===== src/hw/rtl/deq_pkg.sv =====
// ----------------------------------------------------------------------------
// Double-ended queue package
// Command and status codes and the default depth shared by the deque core.
// ----------------------------------------------------------------------------
package deq_pkg;

  // Default number of entries in the ring.
  localparam int unsigned DefaultDepth = 16;

  // Fixed field widths.
  localparam int unsigned CmdW    = 3;
  localparam int unsigned DataW   = 32;
  localparam int unsigned StatusW = 2;
  localparam int unsigned CountW  = 5;

  // Command codes.
  localparam logic [CmdW-1:0] CMD_PUSH_FRONT = 3'd0;
  localparam logic [CmdW-1:0] CMD_PUSH_BACK  = 3'd1;
  localparam logic [CmdW-1:0] CMD_POP_FRONT  = 3'd2;
  localparam logic [CmdW-1:0] CMD_POP_BACK   = 3'd3;
  localparam logic [CmdW-1:0] CMD_SEARCH     = 3'd4;

  // Status codes.
  localparam logic [StatusW-1:0] ST_DONE  = 2'd0;
  localparam logic [StatusW-1:0] ST_EMPTY = 2'd1;
  localparam logic [StatusW-1:0] ST_FULL  = 2'd2;

endpackage


===== src/hw/rtl/double_ended_queue_with_search_core.sv =====
// ----------------------------------------------------------------------------
// Double-ended queue with search
// A bounded deque of 32-bit values held in a ring buffer memory. Each item
// is a command (push or pop at either end, or search) and yields one result.
// ----------------------------------------------------------------------------
//
//   Channel | Direction | Handshake              | Payload
//   --------+-----------+------------------------+---------------------------------
//   in      | input     | in_valid_i / in_stall_o | command_i, value_i
//   out     | output    | out_valid_o / out_stall_i | status_o, found_o, entry_count_o
//
// Pushes and pops load their result into the output register at the edge
// that accepts the item. A search reads the ring memory one entry per cycle
// from the front, as the single read port allows, and ends early on a hit.
// Reset clears the head pointer, the count and all control state; the ring
// memory is not cleared. A stalled output holds its result, and a new item
// is taken only when the output register is free or is emptied in that cycle.
module double_ended_queue_with_search_core #(
  parameter int unsigned DEPTH = deq_pkg::DefaultDepth
) (
  input  logic                              clk_i,
  input  logic                              rst_ni,
  input  logic                              in_valid_i,
  output logic                              in_stall_o,
  input  logic [deq_pkg::CmdW-1:0]          command_i,
  input  logic signed [deq_pkg::DataW-1:0]  value_i,
  output logic                              out_valid_o,
  input  logic                              out_stall_i,
  output logic [deq_pkg::StatusW-1:0]       status_o,
  output logic                              found_o,
  output logic [deq_pkg::CountW-1:0]        entry_count_o
);

  localparam int unsigned IdxW = (DEPTH > 1) ? $clog2(DEPTH) : 1;
  localparam int unsigned CntW = $clog2(DEPTH + 1);
  localparam int unsigned SumW = CntW + 1;

  localparam logic [IdxW-1:0] LastIdx  = IdxW'(DEPTH - 1);
  localparam logic [CntW-1:0] FullCnt  = CntW'(DEPTH);
  localparam logic [SumW-1:0] DepthSum = SumW'(DEPTH);

  // Controller states.
  localparam logic [1:0] StIdle = 2'd0;
  localparam logic [1:0] StScan = 2'd1;

  logic [1:0]                    state_q, state_d;
  logic [IdxW-1:0]               head_q, head_d;
  logic [CntW-1:0]               count_q, count_d;
  logic [IdxW-1:0]               rd_ptr_q, rd_ptr_d;
  logic [CntW-1:0]               issue_q, issue_d;
  logic                          rd_vld_q, rd_vld_d;
  logic                          hit_q, hit_d;
  logic [deq_pkg::DataW-1:0]     key_q, key_d;
  logic                          out_valid_q, out_valid_d;
  logic [deq_pkg::StatusW-1:0]   status_q, status_d;
  logic                          found_q, found_d;
  logic [CntW-1:0]               out_cnt_q, out_cnt_d;

  // Ring memory and its ports.
  logic [deq_pkg::DataW-1:0]     ring_mem [DEPTH];
  logic [deq_pkg::DataW-1:0]     rd_data_q;
  logic                          wr_en;
  logic [IdxW-1:0]               wr_addr;
  logic                          rd_en;

  logic                          out_free;
  logic                          in_acc;
  logic [SumW-1:0]               back_sum;
  logic [IdxW-1:0]               back_idx;
  logic [IdxW-1:0]               head_dec;
  logic [IdxW-1:0]               head_inc;
  logic                          hit_now;
  logic                          scan_done;
  logic [CntW+deq_pkg::CountW-1:0] cnt_wide;

  // Handshake.
  assign out_free   = !out_valid_q || !out_stall_i;
  assign in_stall_o = (state_q != StIdle) || !out_free;
  assign in_acc     = in_valid_i && !in_stall_o;

  // Ring position arithmetic with wrap at DEPTH.
  assign back_sum = {1'b0, head_q} + {1'b0, count_q};
  assign back_idx = (back_sum >= DepthSum) ? IdxW'(back_sum - DepthSum) : IdxW'(back_sum);
  assign head_dec = (head_q == '0) ? LastIdx : head_q - 1'b1;
  assign head_inc = (head_q == LastIdx) ? '0 : head_q + 1'b1;

  // Search compare on the registered read data.
  assign hit_now   = rd_vld_q && (rd_data_q == key_q);
  assign scan_done = hit_q || hit_now || ((issue_q == count_q) && !rd_vld_q);

  // Command decode and search sequencing.
  always_comb begin
    state_d     = state_q;
    head_d      = head_q;
    count_d     = count_q;
    rd_ptr_d    = rd_ptr_q;
    issue_d     = issue_q;
    rd_vld_d    = 1'b0;
    hit_d       = hit_q;
    key_d       = key_q;
    out_valid_d = out_valid_q && out_stall_i;
    status_d    = status_q;
    found_d     = found_q;
    out_cnt_d   = out_cnt_q;
    wr_en       = 1'b0;
    wr_addr     = head_q;
    rd_en       = 1'b0;

    case (state_q)
      StIdle: begin
        if (in_acc) begin
          out_valid_d = 1'b1;
          status_d    = deq_pkg::ST_DONE;
          found_d     = 1'b0;
          case (command_i)
            deq_pkg::CMD_PUSH_FRONT: begin
              if (count_q == FullCnt) begin
                status_d = deq_pkg::ST_FULL;
              end else begin
                head_d  = head_dec;
                wr_en   = 1'b1;
                wr_addr = head_dec;
                count_d = count_q + 1'b1;
              end
            end
            deq_pkg::CMD_PUSH_BACK: begin
              if (count_q == FullCnt) begin
                status_d = deq_pkg::ST_FULL;
              end else begin
                wr_en   = 1'b1;
                wr_addr = back_idx;
                count_d = count_q + 1'b1;
              end
            end
            deq_pkg::CMD_POP_FRONT: begin
              if (count_q == '0) begin
                status_d = deq_pkg::ST_EMPTY;
              end else begin
                head_d  = head_inc;
                count_d = count_q - 1'b1;
              end
            end
            deq_pkg::CMD_POP_BACK: begin
              if (count_q == '0) begin
                status_d = deq_pkg::ST_EMPTY;
              end else begin
                count_d = count_q - 1'b1;
              end
            end
            deq_pkg::CMD_SEARCH: begin
              // The result is produced when the scan ends.
              out_valid_d = out_valid_q && out_stall_i;
              state_d     = StScan;
              rd_ptr_d    = head_q;
              issue_d     = '0;
              hit_d       = 1'b0;
              key_d       = value_i;
            end
            default: begin
            end
          endcase
          out_cnt_d = count_d;
        end
      end
      StScan: begin
        hit_d = hit_q || hit_now;
        if (scan_done) begin
          // Hold the verdict until the output register is free.
          if (out_free) begin
            out_valid_d = 1'b1;
            status_d    = deq_pkg::ST_DONE;
            found_d     = hit_q || hit_now;
            out_cnt_d   = count_q;
            state_d     = StIdle;
          end
        end else if (issue_q != count_q) begin
          // Issue the next read from the front toward the back.
          rd_en    = 1'b1;
          rd_vld_d = 1'b1;
          issue_d  = issue_q + 1'b1;
          rd_ptr_d = (rd_ptr_q == LastIdx) ? '0 : rd_ptr_q + 1'b1;
        end
      end
      default: begin
        state_d = StIdle;
      end
    endcase
  end

  // Control and result registers.
  always_ff @(posedge clk_i or negedge rst_ni) begin
    if (!rst_ni) begin
      state_q     <= StIdle;
      head_q      <= '0;
      count_q     <= '0;
      rd_ptr_q    <= '0;
      issue_q     <= '0;
      rd_vld_q    <= 1'b0;
      hit_q       <= 1'b0;
      out_valid_q <= 1'b0;
    end else begin
      state_q     <= state_d;
      head_q      <= head_d;
      count_q     <= count_d;
      rd_ptr_q    <= rd_ptr_d;
      issue_q     <= issue_d;
      rd_vld_q    <= rd_vld_d;
      hit_q       <= hit_d;
      out_valid_q <= out_valid_d;
    end
  end

  // Payload registers without reset.
  always_ff @(posedge clk_i) begin
    key_q     <= key_d;
    status_q  <= status_d;
    found_q   <= found_d;
    out_cnt_q <= out_cnt_d;
  end

  // Ring memory: one write port, one registered read port.
  always_ff @(posedge clk_i) begin
    if (wr_en) begin
      ring_mem[wr_addr] <= value_i;
    end
    if (rd_en) begin
      rd_data_q <= ring_mem[rd_ptr_q];
    end
  end

  // Outputs; the count is reported in five bits.
  assign cnt_wide      = {{deq_pkg::CountW{1'b0}}, out_cnt_q};
  assign out_valid_o   = out_valid_q;
  assign status_o      = status_q;
  assign found_o       = found_q;
  assign entry_count_o = cnt_wide[deq_pkg::CountW-1:0];

endmodule


===== config.mk =====
export PLATFORM = sky130hd
export DESIGN_NAME = double_ended_queue_with_search_core
export DESIGN_NICKNAME = d
export VERILOG_FILES = /design/src/hw/rtl/deq_pkg.sv /design/src/hw/rtl/double_ended_queue_with_search_core.sv
export SDC_FILE = /design/constraint.sdc
export NUM_CORES = 1
export LEC_CHECK = 0
export BUFFER_PORTS_ARGS = -buffer_cell sky130_fd_sc_hd__buf_2
export CORE_MARGIN = 2
export CORE_UTILIZATION = 26
export CTS_CLUSTER_SIZE = 16
export DETAILED_ROUTE_END_ITERATION = 16
export GPL_TIMING_DRIVEN = 0
export PLACE_DENSITY_LB_ADDON = 0.1
export SLEW_MARGIN = 10
export SYNTH_ARGS = -nofsm -noshare
export SYNTH_HDL_FRONTEND = slang
export SYNTH_SLANG_ARGS = --single-unit
export TNS_END_PERCENT = 50

===== constraint.sdc =====
create_clock -name clk_i -period 5.3 [get_ports clk_i]
set_input_delay 0.53 -clock clk_i [delete_from_list [all_inputs] [get_ports clk_i]]
set_output_delay 0.53 -clock clk_i [all_outputs]
set_load 0.01 [all_outputs]

[Yosys cells after proc, flatten, opt, wreduce, memory -nomap -nowiden]
Memories as Yosys holds them, arrays and structs flattened. A register that Yosys moved wholly into a read port is not among the register bits.
Cells that the tools add are included.
Cells by class
  magnitude comparators: 1
  shift operators: 0
  divide/modulo/power cells: 0
  eq/ne operators: 18
  reduce and logical (&&, ||, !) cells: 29
  $add $sub $neg: 8
  bitwise gates (word level): 0
  multiply operators: 0
  muxes and demuxes: 59
Operator list (number)
  4-bit 2-to-1 mux: 13
  5-bit 2-to-1 mux: 9
  32-bit == test: 1
  5-bit case mux with 2 select lines: 3
  4-bit case mux with 2 select lines: 3
  1-bit 2-to-1 mux: 19
  2-bit 2-to-1 mux: 6
  2-bit != test (second input constant): 6
  2-bit case mux with 2 select lines: 3
  4-bit AND reduction: 3
  5-bit by 1-bit adder with 5-bit output (second input constant): 2
  4-bit by 1-bit adder with 4-bit output (second input constant): 2
  4-bit == test (second input constant): 2
  4-bit by 1-bit subtractor with 4-bit output (second input constant): 2
  4-bit by 5-bit adder with 6-bit output: 1
  3-bit by 2-bit == test with 1-bit output (second input constant): 2
  6-bit by 5-bit >= comparator with 1-bit output (second input constant): 1
  1-bit case mux with 2 select lines: 3
  3-bit AND reduction: 2
  2-bit nonzero test: 3
  5-bit == test: 1
  5-bit == test (second input constant): 1
  1-bit zero test: 5
  5-bit zero test: 1
  14 further kinds: 21
Storage, ports and cells
  bits in registers: 63
  bits of input ports: 39
  bits in read-only memories: 0
  bits in latches: 0
  word-level logic and storage cells: 128
  memory bits (writable): 512
  memories: 1
Memories
  ring_mem: depth 16, bits a word 32, read ports 1, clocked after memory_dff 1, wr ports 1, line double_ended_queue_with_search_core.sv:60  | logic [deq_pkg::DataW-1:0] ring_mem [DEPTH];

[Longest topological paths before layout]
  depth after elaboration: 10
  depth in mapped cells: 9
  depth with buffers taken out: 8

[Least setup slack after synthesis]
OpenSTA, ideal clock, no wires.
  path type: reg2reg
  start point: register head_q[0]
  end point: memory ring_mem[4][0] in the netlist's numbering (enable)
  slack: 0.786 ns
  stages on the path, launching flop included: 9
  required time: 4.839 ns
  buffers on the path: 0
  data arrival time: 4.053 ns
  period minus slack after synthesis: 4.514 ns
  cell sequence: dfrtp_1 > ha_1 > fa_1 > xor2_1 > a21oi_1 > or3_1 > a21oi_1 > nand2_1 > nor3_1
On the way
  cells in the longest elaborated chain, start to end: 7
  elaborated cells between the ends (all ways): 12
  classes of those cells: add/sub: 3; order compare: 1; mux: 7; reduce/logical: 1
Ends and longest elaborated chain
  from (decl): line double_ended_queue_with_search_core.sv:47  | logic [IdxW-1:0] head_q, head_d;
  from (signal assigned): line double_ended_queue_with_search_core.sv:194  | head_q <= '0;
  from (signal assigned): line double_ended_queue_with_search_core.sv:203  | head_q <= head_d;
  4-bit by 5-bit adder with 6-bit output: line double_ended_queue_with_search_core.sv:82  | assign back_sum = {1'b0, head_q} + {1'b0, count_q};
  6-bit by 5-bit >= comparator with 1-bit output / 4-bit by 1-bit subtractor with 4-bit output (equally long branches): line double_ended_queue_with_search_core.sv:83  | assign back_idx = (back_sum >= DepthSum) ? IdxW'(back_sum - DepthSum) : IdxW'(back_sum);
  4-bit 2-to-1 mux: line double_ended_queue_with_search_core.sv:83
  4-bit 2-to-1 mux: line double_ended_queue_with_search_core.sv:127  | if (count_q == FullCnt) begin
  4-bit case mux with 2 select lines: line double_ended_queue_with_search_core.sv:115  | case (command_i)
  4-bit 2-to-1 mux: line double_ended_queue_with_search_core.sv:111  | if (in_acc) begin
  4-bit 2-to-1 mux (*): line double_ended_queue_with_search_core.sv:109  | case (state_q)
  to (decl): line double_ended_queue_with_search_core.sv:60
Mark *: on every way between the ends. The rest lies on a longest branch, timed or not.

[Final worst setup path]
  start point: register count_q[1]
  end point: memory ring_mem[3][17] in the netlist's numbering (enable)
On the way
  cells in the longest elaborated chain, start to end: 7
  elaborated cells between the ends (all ways): 16
  classes of those cells: add/sub: 2; order compare: 1; eq/ne: 1; mux: 12
Ends and longest elaborated chain
  from (decl): line double_ended_queue_with_search_core.sv:48  | logic [CntW-1:0] count_q, count_d;
  from (signal assigned): line double_ended_queue_with_search_core.sv:204  | count_q <= count_d;
  4-bit by 5-bit adder with 6-bit output / 5-bit == test (equally long branches): line double_ended_queue_with_search_core.sv:82, double_ended_queue_with_search_core.sv:117, double_ended_queue_with_search_core.sv:127
  6-bit by 5-bit >= comparator with 1-bit output (tied with other cells): line double_ended_queue_with_search_core.sv:83
  4-bit 2-to-1 mux / 1-bit 2-to-1 mux (equally long branches)
  4-bit 2-to-1 mux / 1-bit 2-to-1 mux (equally long branches): line double_ended_queue_with_search_core.sv:127, double_ended_queue_with_search_core.sv:111
  4-bit case mux with 2 select lines / 1-bit 2-to-1 mux (equally long branches): line double_ended_queue_with_search_core.sv:115, double_ended_queue_with_search_core.sv:109
  4-bit 2-to-1 mux / 1-bit 2-to-1 mux (equally long branches): line double_ended_queue_with_search_core.sv:111, double_ended_queue_with_search_core.sv:223
  4-bit 2-to-1 mux / 1-bit 2-to-1 mux (equally long branches): line double_ended_queue_with_search_core.sv:109, double_ended_queue_with_search_core.sv:224
Several ways; a longest one is shown, not always the timed one.

==> results.sh <==
export IMPL_status="finished, final reports clean"
export IMPL_maxSlewViolCount=0
export IMPL_cts_root_buffer="clkbuf_16"
export IMPL_critPathArrivalTime_ps=4210
export IMPL_synth_seq_cells=606
export IMPL_worst_path_max_delay_cell="nor3_2"
export IMPL_rsz0062_at_grt="no"
export IMPL_io_buffers=48
export IMPL_cp_slowest_stage_delay_ps=870
export IMPL_synthCells=1080
export IMPL_worst_path_stages=11
export IMPL_fin_skew_ps=28.6
export IMPL_critical_path_buf_inv_count=5
export IMPL_via_count=11500
export IMPL_hold_violations=0
export IMPL_die_h_um=306
export IMPL_worstSetupPathType="register to register"
export IMPL_cts_num_sinks=606
export IMPL_viasPerCell=4.59
export IMPL_fin_crit_sh_pct=73.2
export IMPL_coreArea_mm2=0.0901
export IMPL_leakagePower_uw=0.00908
export IMPL_hold_depth=3
export IMPL_post_drt_wl_per_cell_um=26.0
export IMPL_synth_area_leader_cell="edfxtp_1"
export IMPL_dieArea_mm2=0.0936
export IMPL_setup_violations=0
export IMPL_antenna_found_initial=5
export IMPL_first_pass_iters=6
export IMPL_syn_nets=1130
export IMPL_ys_top_cells_by_area="edfxtp_1 74%, mux4_2 15%, dfrtp_1 2.3%, xnor2_1 1.2%, a21oi_1 0.59%"
export IMPL_ys_seq_area_share_pct=76.3
export IMPL_multi_input_area_mm2=0.00544
export IMPL_synth_ff_type="edfxtp_1"
export IMPL_grt_pass1_vias=12100
export IMPL_design_area_mm2=0.0287
export IMPL_synth_edf_count=584
export IMPL_cts_setup_buffers=0
export IMPL_ant_nets=0
export IMPL_synth_top_area_share_pct=73.9
export IMPL_seqCellArea_mm2=0.0181
export IMPL_worst_r2r_path_depth=11
export IMPL_gp_congestion=0.759
export IMPL_hpwl_um=42900
export IMPL_grt_pass1_wl_um=93000
export IMPL_crit_top_cell="buf_6"
export IMPL_grt_total_usage_pct=14.1
export IMPL_numCtsBuffers=74
export IMPL_clock_path_buffers=3
export IMPL_clkSlewWorstSetupHoldPaths_ps=50
export IMPL_fmax_mhz=258
export IMPL_fillers=8590
export IMPL_layoutNonFillerInstCount=2502
export IMPL_ys_warnings_count=0
export IMPL_start_util_pct=26.3
export IMPL_totalNegativeSetupSlack_ps=0
export IMPL_htree_num_levels=3
export IMPL_synth_common_cells="584 x edfxtp_1, 160 x mux4_2, 33 x xnor2_1"
export IMPL_tightest_slew_ps=1230
export IMPL_routed_wl_um=65100
export IMPL_slew_limit_headroom_pct=18.0
export IMPL_worstPathCellList="inv_1 -> ha_1 -> and4bb_1 -> buf_2 -> nor2_2 -> a41oi_1 -> a32o_1 -> nor3_2 -> buf_6 -> buf_6 -> buf_6"
export IMPL_avgSynthCellArea_um2=22.0
export IMPL_min_path_type="input port to register"
export IMPL_required_ps=5630
export IMPL_yosysMostFrequentCell="edfxtp_1"
export IMPL_grt_overflow=0
export IMPL_layout_drive_gt1_share_pct=31.6
export IMPL_final_min_clock_period_ps=3880
export IMPL_crit_path_end_kind="register"
export IMPL_drc=0
export IMPL_dp_cells=2364
export IMPL_power_density_mw_per_mm2=501
export IMPL_p_total_uw=14400
export IMPL_drtIter0Drc=921
export IMPL_cap_violations=0
export IMPL_ctsHoldBuffers=1
export IMPL_syn_to_final_growth_pct=21.0
export IMPL_grt_max_degree=36
export IMPL_cp_max_fo=9
export IMPL_die_x_um=306
export IMPL_cts_tree="built"
export IMPL_clock_latency_ps=620
export IMPL_num_rows=110
export IMPL_ys_types=65
export IMPL_synthesis_area_mm2=0.0237
export IMPL_ys_async_sr_fraction_pct=3.63
export IMPL_cts_resized_gates=0
export IMPL_io_pin_count=49
export IMPL_crit_family="simple AND/OR/NAND/NOR gates"
export IMPL_nets=1315
export IMPL_irDropWorstVdd_v=0.000240
export IMPL_cp_start_kind="register"
export IMPL_dpl_cell_area_mm2=0.0264
export IMPL_fin_util_pct=31.8
state kept, by name (all words and copies together), names as in the netlist:
name and count:
ring_mem 512, key_q 32, rd_data_q 32, count_q 5
entry_count_o 5, issue_q 5, head_q 4, rd_ptr_q 4
status_o 2, found_o 1, hit_q 1, out_valid_o 1
rd_vld_q 1, state_q 1
logic make-up (layout without fill, tap and decap cells):
logic type,after synthesis,count (layout),share of synthesized area (%)
DFF,606,606,76.3
muxes,166,166,15.5
and+or+nand+nor,110,110,2.47
AOI/OAI and AO/OA,84,84,2.30
buffers and inverters,62,307,1.38
xor gates and xnor gates,41,41,1.51
adders and majority gates,11,11,0.612
other,0,1,0
final cells by class:
cell class	instances	area share [%]
repair buffers	109	3.62
diodes	1	0.00872
multi-input cells	412	19.0
well taps	1176	5.13
clock buffers	99	6.86
plain buffers	51	1.00
clock inverters	37	1.23
inverters	11	0.144
flip-flops and latches	606	63.1
per-layer routing:
metal	vias up	GRT usage [%]	routed length (um)	share of wire, %
li1	4936	-	-	-
met1	6212	19.8	30400	47
met2	236	22.4	30600	47
met3	104	2.47	2600	4.0
met4	8	4.06	1460	2.2
met5	-	0	48	0.074
placed cells by master, fill, tap and decap left out, drive strengths merged, types with 20 or more instances in the layout:
| cell | instances |
|---|---|
| o21ai | 20 |
| edfxtp | 584 |
| buf | 143 |
| a21oi | 30 |
| clkinv | 29 |
| dfrtp | 22 |
| xnor2 | 33 |
| mux4 | 160 |
| nand2 | 26 |
| clkbuf | 115 |
tightest hold or removal path, delay by kind of cell:
kind | cells | cell delay (ps)
buf+inv | 1 | 120
simple gates | 1 | 60
compound gates | 1 | 70
per-stage QoR:
| stage | setup WS (ps) | hold WS (ps) |
|---|---|---|
| 2_1_floorplan | 786 | 234 |
| 3_3_place_gp | -3810 | 499 |
| 3_5_place_dp | 1350 | 507 |
| 4_1_cts | 1350 | 182 |
| 5_1_grt | 1160 | 200 |
| 6_report | 1420 | 225 |
path summary, 6_finish.rpt:
path	endpoint	from	slack [ps]
max	ring_mem[3][17]$_DFFE_PP_	count_q[1]$_DFFE_PN0P_	1420
min	out_valid_o$_DFF_PN0_	out_stall_i	230
max reg2reg	ring_mem[3][17]$_DFFE_PP_	count_q[1]$_DFFE_PN0P_	1420
min reg2reg	issue_q[4]$_DFFE_PN0P_	issue_q[4]$_DFFE_PN0P_	510
max in group asynchronous	count_q[0]$_DFFE_PN0P_	rst_ni	4450
min in group asynchronous	issue_q[4]$_DFFE_PN0P_	rst_ni	460
where the power goes:
part,internal (uW),switching [uW],total (uW)
Sequential,5620,166,5790
Combinational,1690,2040,3730
Clock,2830,2020,4840
Note: power is estimated with default switching activity, not from simulation.
